===== src/rtl/cle_pkg.sv =====
package cle_pkg;

    // line store size and ring position arithmetic
    localparam int BUF_DEPTH = 128;
    localparam int POS_MOD   = 2 * BUF_DEPTH;
    localparam int SLOT_W    = $clog2(BUF_DEPTH);
    localparam int POS_W     = $clog2(POS_MOD);

    typedef logic [SLOT_W-1:0] slot_t;
    typedef logic [POS_W-1:0]  pos_t;
    typedef logic [7:0]        char_t;

    localparam pos_t POS_LAST  = pos_t'(POS_MOD - 1);
    localparam pos_t DEPTH_POS = pos_t'(BUF_DEPTH);
    localparam pos_t DEPTH_M1  = pos_t'(BUF_DEPTH - 1);
    localparam pos_t POS_WRAP  = pos_t'(POS_MOD);

    // control keys
    localparam char_t KEY_NUL  = 8'h00;
    localparam char_t KEY_EOF  = 8'h04;
    localparam char_t KEY_BS   = 8'h08;
    localparam char_t KEY_LF   = 8'h0a;
    localparam char_t KEY_CR   = 8'h0d;
    localparam char_t KEY_KILL = 8'h15;
    localparam char_t KEY_DEL  = 8'h7f;

    localparam char_t ERASE_MAX = 8'hff;

    localparam logic OP_RX   = 1'b0;
    localparam logic OP_READ = 1'b1;

    typedef enum logic [1:0] {
        ECHO_NONE  = 2'd0,
        ECHO_CHAR  = 2'd1,
        ECHO_ERASE = 2'd2
    } echo_kind_t;

    typedef enum logic [2:0] {
        RD_NONE      = 3'd0,
        RD_BYTE      = 3'd1,
        RD_EMPTY     = 3'd2,
        RD_EOF_TAKEN = 3'd3,
        RD_EOF_KEPT  = 3'd4
    } read_status_t;

    typedef struct packed {
        echo_kind_t   echo_kind;
        char_t        echo_char;
        char_t        erase_count;
        logic         line_ready;
        read_status_t read_status;
        char_t        read_char;
    } result_t;

    function automatic pos_t pos_next(input pos_t p);
        return (p == POS_LAST) ? '0 : p + 1'b1;
    endfunction

    function automatic pos_t pos_prev(input pos_t p);
        return (p == '0) ? POS_LAST : p - 1'b1;
    endfunction

    function automatic pos_t pos_dist(input pos_t later, input pos_t earlier);
        pos_t diff;
        diff = later - earlier;
        return (later < earlier) ? diff + POS_WRAP : diff;
    endfunction

    function automatic slot_t pos_slot(input pos_t p);
        return (p >= DEPTH_POS) ? slot_t'(p - DEPTH_POS) : slot_t'(p);
    endfunction

    function automatic char_t erase_sat(input pos_t n);
        return (int'(n) > 255) ? ERASE_MAX : char_t'(n);
    endfunction

endpackage


===== src/rtl/cle_in_if.sv =====
interface cle_in_if;
    logic       valid;
    logic       ready;
    logic       operation;
    logic [7:0] rx_char;
    logic       read_started;

    modport source (output valid, output operation, output rx_char, output read_started,
                     input ready);
    modport sink (input valid, input operation, input rx_char, input read_started,
                  output ready);
endinterface


===== src/rtl/cle_out_if.sv =====
interface cle_out_if;
    logic       valid;
    logic       ready;
    logic [1:0] echo_kind;
    logic [7:0] echo_char;
    logic [7:0] erase_count;
    logic       line_ready;
    logic [2:0] read_status;
    logic [7:0] read_char;

    modport source (output valid, output echo_kind, output echo_char, output erase_count,
                     output line_ready, output read_status, output read_char,
                     input ready);
    modport sink (input valid, input echo_kind, input echo_char, input erase_count,
                  input line_ready, input read_status, input read_char,
                  output ready);
endinterface


===== src/rtl/cle_ram.sv =====
module cle_ram #(
    parameter int WIDTH = 8,
    parameter int DEPTH = 128
) (
    input  logic                     clk,
    input  logic                     we,
    input  logic [$clog2(DEPTH)-1:0] waddr,
    input  logic [WIDTH-1:0]         wdata,
    input  logic [$clog2(DEPTH)-1:0] raddr,
    output logic [WIDTH-1:0]         rdata
);

    logic [WIDTH-1:0] mem [DEPTH];

    always_ff @(posedge clk)
    begin
        if (we)
        begin
            mem[waddr] <= wdata;
        end
        rdata <= mem[raddr];
    end

endmodule


===== src/rtl/cle_ctrl.sv =====
module cle_ctrl (
    input  logic             clk,
    input  logic             rst_n,
    input  logic             fire,
    input  logic             operation,
    input  logic [7:0]       rx_char,
    input  logic             read_started,
    output cle_pkg::result_t result
);

    cle_pkg::pos_t  read_reg, read_next;
    cle_pkg::pos_t  commit_reg, commit_next;
    cle_pkg::pos_t  edit_reg, edit_next;
    logic           fwd_hit_reg, fwd_hit_next;
    cle_pkg::char_t fwd_data_reg;

    logic           we;
    cle_pkg::slot_t waddr, raddr;
    cle_pkg::char_t wdata, ram_rdata, head;
    cle_pkg::char_t ch;
    cle_pkg::pos_t  used, typed;

    // head byte at the read position, with bypass of a write to the same slot during the fetch
    assign head = fwd_hit_reg ? fwd_data_reg : ram_rdata;

    always_comb
    begin
        read_next   = read_reg;
        commit_next = commit_reg;
        edit_next   = edit_reg;
        we          = 1'b0;
        wdata       = rx_char;
        waddr       = cle_pkg::pos_slot(edit_reg);
        used        = cle_pkg::pos_dist(edit_reg, read_reg);
        typed       = cle_pkg::pos_dist(edit_reg, commit_reg);
        ch          = (rx_char == cle_pkg::KEY_CR) ? cle_pkg::KEY_LF : rx_char;
        result      = '0;

        if (operation == cle_pkg::OP_RX)
        begin
            if (rx_char == cle_pkg::KEY_KILL)
            begin
                if (typed != '0)
                begin
                    edit_next          = commit_reg;
                    result.echo_kind   = cle_pkg::ECHO_ERASE;
                    result.erase_count = cle_pkg::erase_sat(typed);
                end
            end
            else if (rx_char == cle_pkg::KEY_BS || rx_char == cle_pkg::KEY_DEL)
            begin
                if (edit_reg != commit_reg)
                begin
                    edit_next          = cle_pkg::pos_prev(edit_reg);
                    result.echo_kind   = cle_pkg::ECHO_ERASE;
                    result.erase_count = 8'd1;
                end
            end
            else if (rx_char != cle_pkg::KEY_NUL && used < cle_pkg::DEPTH_POS)
            begin
                we               = fire;
                wdata            = ch;
                edit_next        = cle_pkg::pos_next(edit_reg);
                result.echo_kind = cle_pkg::ECHO_CHAR;
                result.echo_char = ch;
                // commit on newline, end of file or when the store fills up
                if (ch == cle_pkg::KEY_LF || ch == cle_pkg::KEY_EOF ||
                    used == cle_pkg::DEPTH_M1)
                begin
                    commit_next       = cle_pkg::pos_next(edit_reg);
                    result.line_ready = 1'b1;
                end
            end
        end
        else
        begin
            if (read_reg == commit_reg)
            begin
                result.read_status = cle_pkg::RD_EMPTY;
            end
            else if (head == cle_pkg::KEY_EOF)
            begin
                if (read_started)
                begin
                    result.read_status = cle_pkg::RD_EOF_KEPT;
                end
                else
                begin
                    read_next          = cle_pkg::pos_next(read_reg);
                    result.read_status = cle_pkg::RD_EOF_TAKEN;
                end
            end
            else
            begin
                read_next          = cle_pkg::pos_next(read_reg);
                result.read_status = cle_pkg::RD_BYTE;
                result.read_char   = head;
            end
        end

        if (!fire)
        begin
            read_next   = read_reg;
            commit_next = commit_reg;
            edit_next   = edit_reg;
        end

        raddr        = cle_pkg::pos_slot(read_next);
        fwd_hit_next = we && (waddr == raddr);
    end

    cle_ram #(
        .WIDTH(8),
        .DEPTH(cle_pkg::BUF_DEPTH)
    ) u_line_store (
        .clk   (clk),
        .we    (we),
        .waddr (waddr),
        .wdata (wdata),
        .raddr (raddr),
        .rdata (ram_rdata)
    );

    always_ff @(posedge clk or negedge rst_n)
    begin
        if (!rst_n)
        begin
            read_reg    <= '0;
            commit_reg  <= '0;
            edit_reg    <= '0;
            fwd_hit_reg <= 1'b0;
        end
        else
        begin
            read_reg    <= read_next;
            commit_reg  <= commit_next;
            edit_reg    <= edit_next;
            fwd_hit_reg <= fwd_hit_next;
        end
    end

    always_ff @(posedge clk)
    begin
        fwd_data_reg <= wdata;
    end

endmodule


===== src/rtl/console_line_editor_top.sv =====
// console line editor: canonical line buffer for a serial console
//
// req carries one beat per item: operation 0 hands in a received byte
// (rx_char), operation 1 asks for one committed byte (read_started tells
// whether the current read request already returned bytes)
// rsp returns exactly one beat per req beat, in order: echo or erase
// information for received bytes, read_status and read_char for reads
//
// the result beat is registered and valid the cycle after the req beat is taken
// one item per cycle while the receiver keeps up; the line store is a
// single-port-write, registered-read memory, and the byte at the read
// position is fetched every cycle so a read item never waits on the memory
//
// reset clears the read, commit and edit positions (store is empty); the
// store contents are not cleared and no clearing pass is needed
// when the receiver stalls, the result beat holds in the output register
// and req.ready drops until it is taken
module console_line_editor_top (
    input  logic      clk,
    input  logic      rst_n,
    cle_in_if.sink    req,
    cle_out_if.source rsp
);

    logic              fire;
    logic              out_valid_reg, out_valid_next;
    cle_pkg::result_t  result;
    cle_pkg::result_t  out_data_reg;

    // output register frees up as the receiver takes the pending beat
    assign req.ready = !out_valid_reg || rsp.ready;
    assign fire      = req.valid && req.ready;

    // line store, positions and per-item decode
    cle_ctrl u_ctrl (
        .clk          (clk),
        .rst_n        (rst_n),
        .fire         (fire),
        .operation    (req.operation),
        .rx_char      (req.rx_char),
        .read_started (req.read_started),
        .result       (result)
    );

    always_comb
    begin
        out_valid_next = out_valid_reg;
        if (fire)
        begin
            out_valid_next = 1'b1;
        end
        else if (rsp.ready)
        begin
            out_valid_next = 1'b0;
        end
    end

    always_ff @(posedge clk or negedge rst_n)
    begin
        if (!rst_n)
        begin
            out_valid_reg <= 1'b0;
        end
        else
        begin
            out_valid_reg <= out_valid_next;
        end
    end

    // result payload, loaded only when a beat is taken
    always_ff @(posedge clk)
    begin
        if (fire)
        begin
            out_data_reg <= result;
        end
    end

    assign rsp.valid       = out_valid_reg;
    assign rsp.echo_kind   = out_data_reg.echo_kind;
    assign rsp.echo_char   = out_data_reg.echo_char;
    assign rsp.erase_count = out_data_reg.erase_count;
    assign rsp.line_ready  = out_data_reg.line_ready;
    assign rsp.read_status = out_data_reg.read_status;
    assign rsp.read_char   = out_data_reg.read_char;

endmodule


===== src/flat_wrapper.sv =====
// flat-port wrapper written by rule: the top's interface ports become plain ports
module console_line_editor_top_flat 
  (clk, rst_n, req_valid, req_operation, req_rx_char, req_read_started, req_ready, rsp_valid, rsp_echo_kind, rsp_echo_char, rsp_erase_count, rsp_line_ready, rsp_read_status, rsp_read_char, rsp_ready);
  cle_in_if req_i ();
  cle_out_if rsp_i ();
  input  logic clk;
  input  logic rst_n;
  input wire logic [$bits(req_i.valid)-1:0] req_valid;
  input wire logic [$bits(req_i.operation)-1:0] req_operation;
  input wire logic [$bits(req_i.rx_char)-1:0] req_rx_char;
  input wire logic [$bits(req_i.read_started)-1:0] req_read_started;
  output wire logic [$bits(req_i.ready)-1:0] req_ready;
  output wire logic [$bits(rsp_i.valid)-1:0] rsp_valid;
  output wire logic [$bits(rsp_i.echo_kind)-1:0] rsp_echo_kind;
  output wire logic [$bits(rsp_i.echo_char)-1:0] rsp_echo_char;
  output wire logic [$bits(rsp_i.erase_count)-1:0] rsp_erase_count;
  output wire logic [$bits(rsp_i.line_ready)-1:0] rsp_line_ready;
  output wire logic [$bits(rsp_i.read_status)-1:0] rsp_read_status;
  output wire logic [$bits(rsp_i.read_char)-1:0] rsp_read_char;
  input wire logic [$bits(rsp_i.ready)-1:0] rsp_ready;
  assign req_i.valid = req_valid;
  assign req_i.operation = req_operation;
  assign req_i.rx_char = req_rx_char;
  assign req_i.read_started = req_read_started;
  assign req_ready = req_i.ready;
  assign rsp_valid = rsp_i.valid;
  assign rsp_echo_kind = rsp_i.echo_kind;
  assign rsp_echo_char = rsp_i.echo_char;
  assign rsp_erase_count = rsp_i.erase_count;
  assign rsp_line_ready = rsp_i.line_ready;
  assign rsp_read_status = rsp_i.read_status;
  assign rsp_read_char = rsp_i.read_char;
  assign rsp_i.ready = rsp_ready;
  console_line_editor_top u_core (.clk(clk), .rst_n(rst_n), .req(req_i), .rsp(rsp_i));
endmodule

===== config.mk =====
export PLATFORM = sky130hd
export DESIGN_NAME = console_line_editor_top_flat
export DESIGN_NICKNAME = d
export VERILOG_FILES = /design/src/rtl/cle_pkg.sv /design/src/rtl/cle_in_if.sv /design/src/rtl/cle_out_if.sv /design/src/rtl/cle_ram.sv /design/src/rtl/cle_ctrl.sv /design/src/rtl/console_line_editor_top.sv /design/src/flat_wrapper.sv
export SDC_FILE = /design/constraint.sdc
export NUM_CORES = 1
export LEC_CHECK = 0
export BUFFER_PORTS_ARGS = -buffer_cell sky130_fd_sc_hd__buf_4
export CAP_MARGIN = 20
export CELL_PAD_IN_SITES_DETAIL_PLACEMENT = 1
export CELL_PAD_IN_SITES_GLOBAL_PLACEMENT = 2
export CORE_MARGIN = 2
export CORE_UTILIZATION = 47
export DETAILED_ROUTE_END_ITERATION = 10
export HOLD_SLACK_MARGIN = 0.03
export PLACE_DENSITY = 0.78
export SLEW_MARGIN = 20
export SYNTH_ARGS = -nofsm -noshare
export SYNTH_HDL_FRONTEND = slang
export SYNTH_SLANG_ARGS = --single-unit

===== constraint.sdc =====
create_clock -name clk -period 6.33 [get_ports clk]
set_input_delay 0.633 -clock clk [delete_from_list [all_inputs] [get_ports clk]]
set_output_delay 0.633 -clock clk [all_outputs]
set_load 0.1 [all_outputs]

After elaboration in Yosys (flattened, before gate mapping)
Memories as Yosys holds them, arrays and structs flattened. A register that Yosys moved wholly into a read port is not among the register bits.
Cells that the tools add are included.
- memories: 1
- logic and storage cells: 106
- memory bits (writable): 1024
- register bits after elaboration: 64
- output and inout port bits: 32
- order comparisons: 3
- $add $sub $neg: 7
- bitwise gates (word level): 5
- reduce and logical (&&, ||, !) cells: 19
- eq/ne operators: 15
- mux-type cells: 42
- memories (name ; depth ; bits a word ; read ports ; clocked after Yosys merged registers in ; wr ports ; line ; source):
    u_core.u_ctrl.u_line_store.mem ; 128 ; 8 ; 1 ; 1 ; 1 ; cle_ram.sv:13 ; logic [WIDTH-1:0] mem [DEPTH];
- operators by type and width (operator ; count):
    $mux W8 ; 22
    $eq A8 B4 Y1 const B ; 3
    $add A8 B1 Y8 const B ; 2
    $eq A8 B3 Y1 const B ; 2
    $eq A8 B7 Y1 const B ; 2
    $eq A8 B8 Y1 const B ; 2
    $ge A8 B8 Y1 const B ; 2
    $reduce_bool A8 Y1 ; 2
    $sub A8 B8 Y8 ; 2
    $mux W7 ; 2
    $sub A7 B1 Y7 const B ; 2
    $mux W2 ; 6
    $mux W1 ; 10
    $mux W9 ; 1
    $eq A8 B5 Y1 const B ; 1
    $eq A8 B8 Y1 ; 1
    $logic_not A8 Y1 ; 1
    $lt A8 B8 Y1 const B ; 1
    $ne A8 B8 Y1 ; 1
    $sub A8 B1 Y8 const B ; 1
    $eq A7 B7 Y1 ; 1
    $reduce_and A6 Y1 ; 1
    $reduce_or A3 Y1 ; 2
    $not A1 Y1 ; 5
    other kinds (11) ; 16

Longest topological paths before layout
- depth after elaboration: 11
- gate-level depth with buffers: 18
- mapped depth without buffers: 14

Cells and area by module
Synthesis repeated with hierarchy kept, for this count alone.
- cell total of the unflattened synthesis: 2073
- area, all modules: 43957.2 um^2
- by module, submodules not included (module ; cells an instance ; times used ; area an instance (um^2)):
    cle_ram ; 1635 ; 1 ; 39665.5
    cle_ctrl ; 404 ; 1 ; 3337.0
    console_line_editor_top ; 34 ; 1 ; 954.7

Least setup slack after synthesis
No wires, ideal clock.
- path kind: register to register
- from: register u_core.out_valid_reg, in the netlist u_core.rsp.valid
- to: register u_core.u_ctrl.u_line_store.rdata[3] (read register of u_core.u_ctrl.u_line_store.mem)
- data required time: 6.203 ns
- stages on the path, launching flop included: 14
- slack: 1.900 ns
- data arrival time: 4.302 ns
- cells stage by stage: dfrtp_1 -> nand2b_1 -> and3_1 -> a21bo_1 -> buf_4 -> nor2_2 -> mux2i_4 -> inv_2 -> buf_2 -> buf_1 -> mux4_2 -> a211o_1 -> o31ai_1 -> a211oi_2
- cells in the longest elaborated chain, start to end: 6
- elaborated cells between the ends (all ways): 7
- ends and longest elaborated chain (what ; line ; source):
    start, declared ; console_line_editor_top.sv:26 ; logic out_valid_reg, out_valid_next;
    start signal, assigned ; console_line_editor_top.sv:66 ; out_valid_reg <= out_valid_next;
    $logic_not A1 Y1 * ; console_line_editor_top.sv:31 ; assign req.ready = !out_valid_reg || rsp.ready;
    $logic_or A1 B1 Y1 * ; console_line_editor_top.sv:31 ;
    via req_ready ; flat_wrapper.sv:12 ; output wire logic [$bits(req_i.ready)-1:0] req_ready;
    $logic_and A1 B1 Y1 * ; console_line_editor_top.sv:32 ; assign fire = req.valid && req.ready;
    $mux W8 * ; cle_ctrl.sv:101 ; if (!fire)
    $sub A7 B1 Y7 or $ge A8 B8 Y1 (tied branches) ; cle_pkg.sv:70 ; return (p >= DEPTH_POS) ? slot_t'(p - DEPTH_POS) : slot_t'(p);
    $mux W7 * ; cle_pkg.sv:70 ;
    end, declared ; cle_ram.sv:10 ; output logic [WIDTH-1:0] rdata
Mark *: on every way through the listed nets, which the timed path passes. The rest lies on a longest branch.
A chain may end at the register's enable or synchronous reset.

Final worst setup path
- from: register u_core.u_ctrl.fwd_hit_reg
- to: register u_core.u_ctrl.u_line_store.rdata[3] (read register of u_core.u_ctrl.u_line_store.mem)
- cells in the longest elaborated chain, start to end: 8
- elaborated cells between the ends (all ways): 9
- ends and longest elaborated chain (what ; line ; source):
    start, declared ; cle_ctrl.sv:14 ; logic fwd_hit_reg, fwd_hit_next;
    start signal, assigned ; cle_ctrl.sv:138 ; fwd_hit_reg <= fwd_hit_next;
    $mux W8 * ; cle_ctrl.sv:24 ; assign head = fwd_hit_reg ? fwd_data_reg : ram_rdata;
    $eq A8 B3 Y1 * ; cle_ctrl.sv:81 ; else if (head == cle_pkg::KEY_EOF)
    $mux W8 * ; cle_ctrl.sv:81 ;
    $mux W8 * ; cle_ctrl.sv:77 ; if (read_reg == commit_reg)
    $mux W8 * ; cle_ctrl.sv:39 ; if (operation == cle_pkg::OP_RX)
    $mux W8 * ; cle_ctrl.sv:101 ;
    $sub A7 B1 Y7 or $ge A8 B8 Y1 (tied branches) ; cle_pkg.sv:70 ;
    $mux W7 * ; cle_pkg.sv:70 ;
Every way passes the cells marked *; elsewhere a longest branch is shown, timed or not.

==> impl_metrics.json <==
{
  "outcome": "finished clean",
  "drive_above_1_share_pct": 15.3,
  "maxCapViolations": 0,
  "slew_headroom_pct": 25.1,
  "min_to": "u_core.rsp.valid",
  "synth-seq-cells": 1096,
  "cpPeakStageDelay_ps": 710,
  "tightest_slew_ps": 1120,
  "synth_cell_types": 79,
  "wl_um": 123000,
  "grt_first_pass_wirelength_um": 183000,
  "drt-met1-wl_um": 51600,
  "finalMaxSlewViolations": 0,
  "hold_class": "input pin to flip-flop",
  "cts_max_level": 3,
  "r2r_start": "u_core.u_ctrl.fwd_hit_reg",
  "finalHoldViolations": 0,
  "vias": 25600,
  "root_buffer": "clkbuf_16",
  "floorplan.initialDensity_pct": 47.5,
  "skew_ps": 30.0,
  "grt_usage_pct": 25.5,
  "whs_path_depth": 2,
  "critPathKind": "flip-flop to flip-flop",
  "worstSkewPairLatency_ps": 700,
  "arrival_ps": 5900,
  "firstDrtPassIters": 5,
  "timing.final.crit_share_pct": 84.7,
  "r2r_setup_slack_ps": 970,
  "reg2reg_depth": 12,
  "grt_overflow": 0,
  "cts.sink_count": 1096,
  "wl_met3_um": 7850,
  "yosysWarningCount": 0,
  "fill_cells": 8667,
  "drc_errors": 0,
  "period_minus_slack_ps": 5360,
  "fmax_mhz": 187,
  "fp.dieW_um": 311,
  "hpwl_um": 73600,
  "io_buffers": 45,
  "highest_layer": "met5",
  "setup_viol": 0,
  "cp-end-kind": "flip-flop",
  "ir_drop_mv": 0.389,
  "cp.required_ps": 6870,
  "drtAntennaViolNets": 0,
  "critPathMaxFanout": 81,
  "synth_nets": 2743,
  "design.core.area_um2": 93500,
  "clk_path_buf_depth": 3,
  "power_leakage_nw": 16.2,
  "power_mw": 20.8,
  "hold_start": "req_valid",
  "postCtsResizedCells": 0,
  "routed_wire_length_per_instance_um": 30.0,
  "startpoint_type": "flip-flop",
  "grt_pass1_vias": 26500,
  "std_cell_rows": 112,
  "netlist_area_um2": 44400,
  "ys.flop_type": "edfxtp_1",
  "place.gp.congestion": 0.869,
  "crit_chain": "or4b_1 -> o22a_1 -> nor3_2 -> buf_4 -> or4_4 -> and2_4 -> buf_12 -> mux4_2 -> a22oi_1 -> a21oi_1 -> nor3_1 -> a211oi_2",
  "syn_avg_cell_area_um2": 16.4,
  "io_pins": 46,
  "fin_setup_tns_ps": 0,
  "antenna_found_initial": 3,
  "clkSlewWorstSetupHoldPaths_ps": 60,
  "dr_wl_met2_um": 60500,
  "rr_endpoint": "u_core.u_ctrl.u_line_store.rdata[3]",
  "regMostFlops": "u_core.u_ctrl.u_line_store.mem",
  "final_common_cell": "edfxtp_1",
  "finalNetCount": 2791,
  "drt_iter0_markers": 2763,
  "final_cell_mix": "edfxtp_1, nand2_1, nor2_1, mux4_2, clkbuf_16",
  "viasPerCell": 6.22,
  "die_height_um": 311,
  "syn_to_final_growth_pct": 12.2,
  "holdWs_ps": 175,
  "postSynth.asyncResetShare_pct": 2.37,
  "cts_made_buffers": 116,
  "powerDensity_nw_per_um2": 418,
  "dieArea_um2": 96900,
  "rsz0062_at_grt": "no",
  "synth-seq-area-share_pct": 73.5,
  "synthCells": 2709,
  "cts_tree": "yes",
  "cp_slowest_cell": "dfrtp_1",
  "grt_max_degree": 141,
  "synth_edf_count": 1054,
  "largest_reg_flops": 1024
}
## layer usage
| layer | track usage, % | vias up |
|---|---|---|
| met5 | 0 | - |
| met3 | 3.92 | 195 |
| met1 | 35.7 | 13600 |
| li1 | - | 10900 |
| met2 | 41.2 | 925 |
| met4 | 7.94 | 2 |
## synth_stat cells, types with 37 or more instances
library cell / n / share of area [%]
buf_2: 58 / 0.65
mux2i_1: 49 / 1.1
edfxtp_1: 1054 / 71
a21oi_1: 59 / 0.67
a211oi_1: 88 / 1.5
a311o_1: 42 / 0.95
clkbuf_1: 80 / 0.68
mux4_2: 137 / 7.0
a22oi_1: 57 / 0.96
a311oi_1: 37 / 0.73
and3_1: 112 / 1.6
nand2_1: 298 / 2.5
nor2_1: 191 / 1.6
## report_power, final
| group | switching, mW | internal [mW] | leakage (nW) | total (mW) |
|---|---|---|---|---|
| Clock | 2.83 | 3.84 | 1.81 | 6.66 |
| Sequential | 0.208 | 8.11 | 9.95 | 8.32 |
| Combinational | 3.86 | 1.98 | 4.39 | 5.84 |
| Total | 6.89 | 13.9 | 16.2 | 20.8 |
## final cells by class
type | count | area, um^2 | share of cell area, %
clock inverter | 68 | 589 | 1.18
inverter | 36 | 148 | 0.297
multi-input combinational | 1407 | 10900 | 21.8
clock buffer | 151 | 3130 | 6.28
antenna | 2 | 5.00 | 0.0101
timing repair buffer | 100 | 855 | 1.72
sequential | 1096 | 32600 | 65.5
tap | 1254 | 1570 | 3.15
## repair_timing
item | CTS | global route
hold buffers | 1 | 0
buffers inserted | 0 | 0
hold endpoints to repair | 26 | 0
setup endpoints to repair | 0 | 0
## cells by family (layout without fill, tap and decap cells)
kind of cell | Yosys count | in the layout | share of synthesized area [%]
flip-flops | 1096 | 1096 | 73.5
AND/OR/NAND/NOR | 729 | 729 | 7.49
AO/OA/AOI/OAI | 430 | 430 | 7.33
buffers and inverters | 206 | 355 | 2.13
multiplexers | 196 | 196 | 8.33
XOR/XNOR | 32 | 32 | 0.631
adder cells (fa/ha/maj) | 20 | 20 | 0.598
other | 0 | 2 | 0
## worst max-delay path, delay by kind of cell (launching register included)
family,cells,cell delay [ps]
compound gates,4,930
simple gates,5,2120
buf+inv,2,710
mux,1,610
flops,1,710
## through the flow
step / util (%) / worst slack [ps] / instances / cell area, um^2
2_1_floorplan: - / 1900 / 2709 / 44400
3_3_place_gp: 49.2 / 1100 / 3890 / 46000
3_5_place_dp: 49.2 / 1040 / 3891 / 46000
4_1_cts: 53.2 / 1040 / 4111 / 49800
5_1_grt: 53.3 / 688 / 4112 / 49800
6_report: 53.3 / 972 / 4114 / 49800
## worst max path at each step
stage / startpoint / end / slack (ps)
after global placement: u_core.u_ctrl.fwd_hit_reg / u_core.u_ctrl.u_line_store.rdata[0] / 1100
after global routing: u_core.u_ctrl.fwd_hit_reg / u_core.u_ctrl.u_line_store.rdata[3] / 690
after CTS: u_core.u_ctrl.fwd_hit_reg / u_core.u_ctrl.u_line_store.rdata[3] / 1040
after floorplan: u_core.rsp.valid / u_core.u_ctrl.u_line_store.rdata[3] / 1900
final: u_core.u_ctrl.fwd_hit_reg / u_core.u_ctrl.u_line_store.rdata[3] / 970
after detailed placement: req_rx_char[4] / u_core.u_ctrl.u_line_store.mem[123][2] / 1040
(Power assumes the default switching activity.)
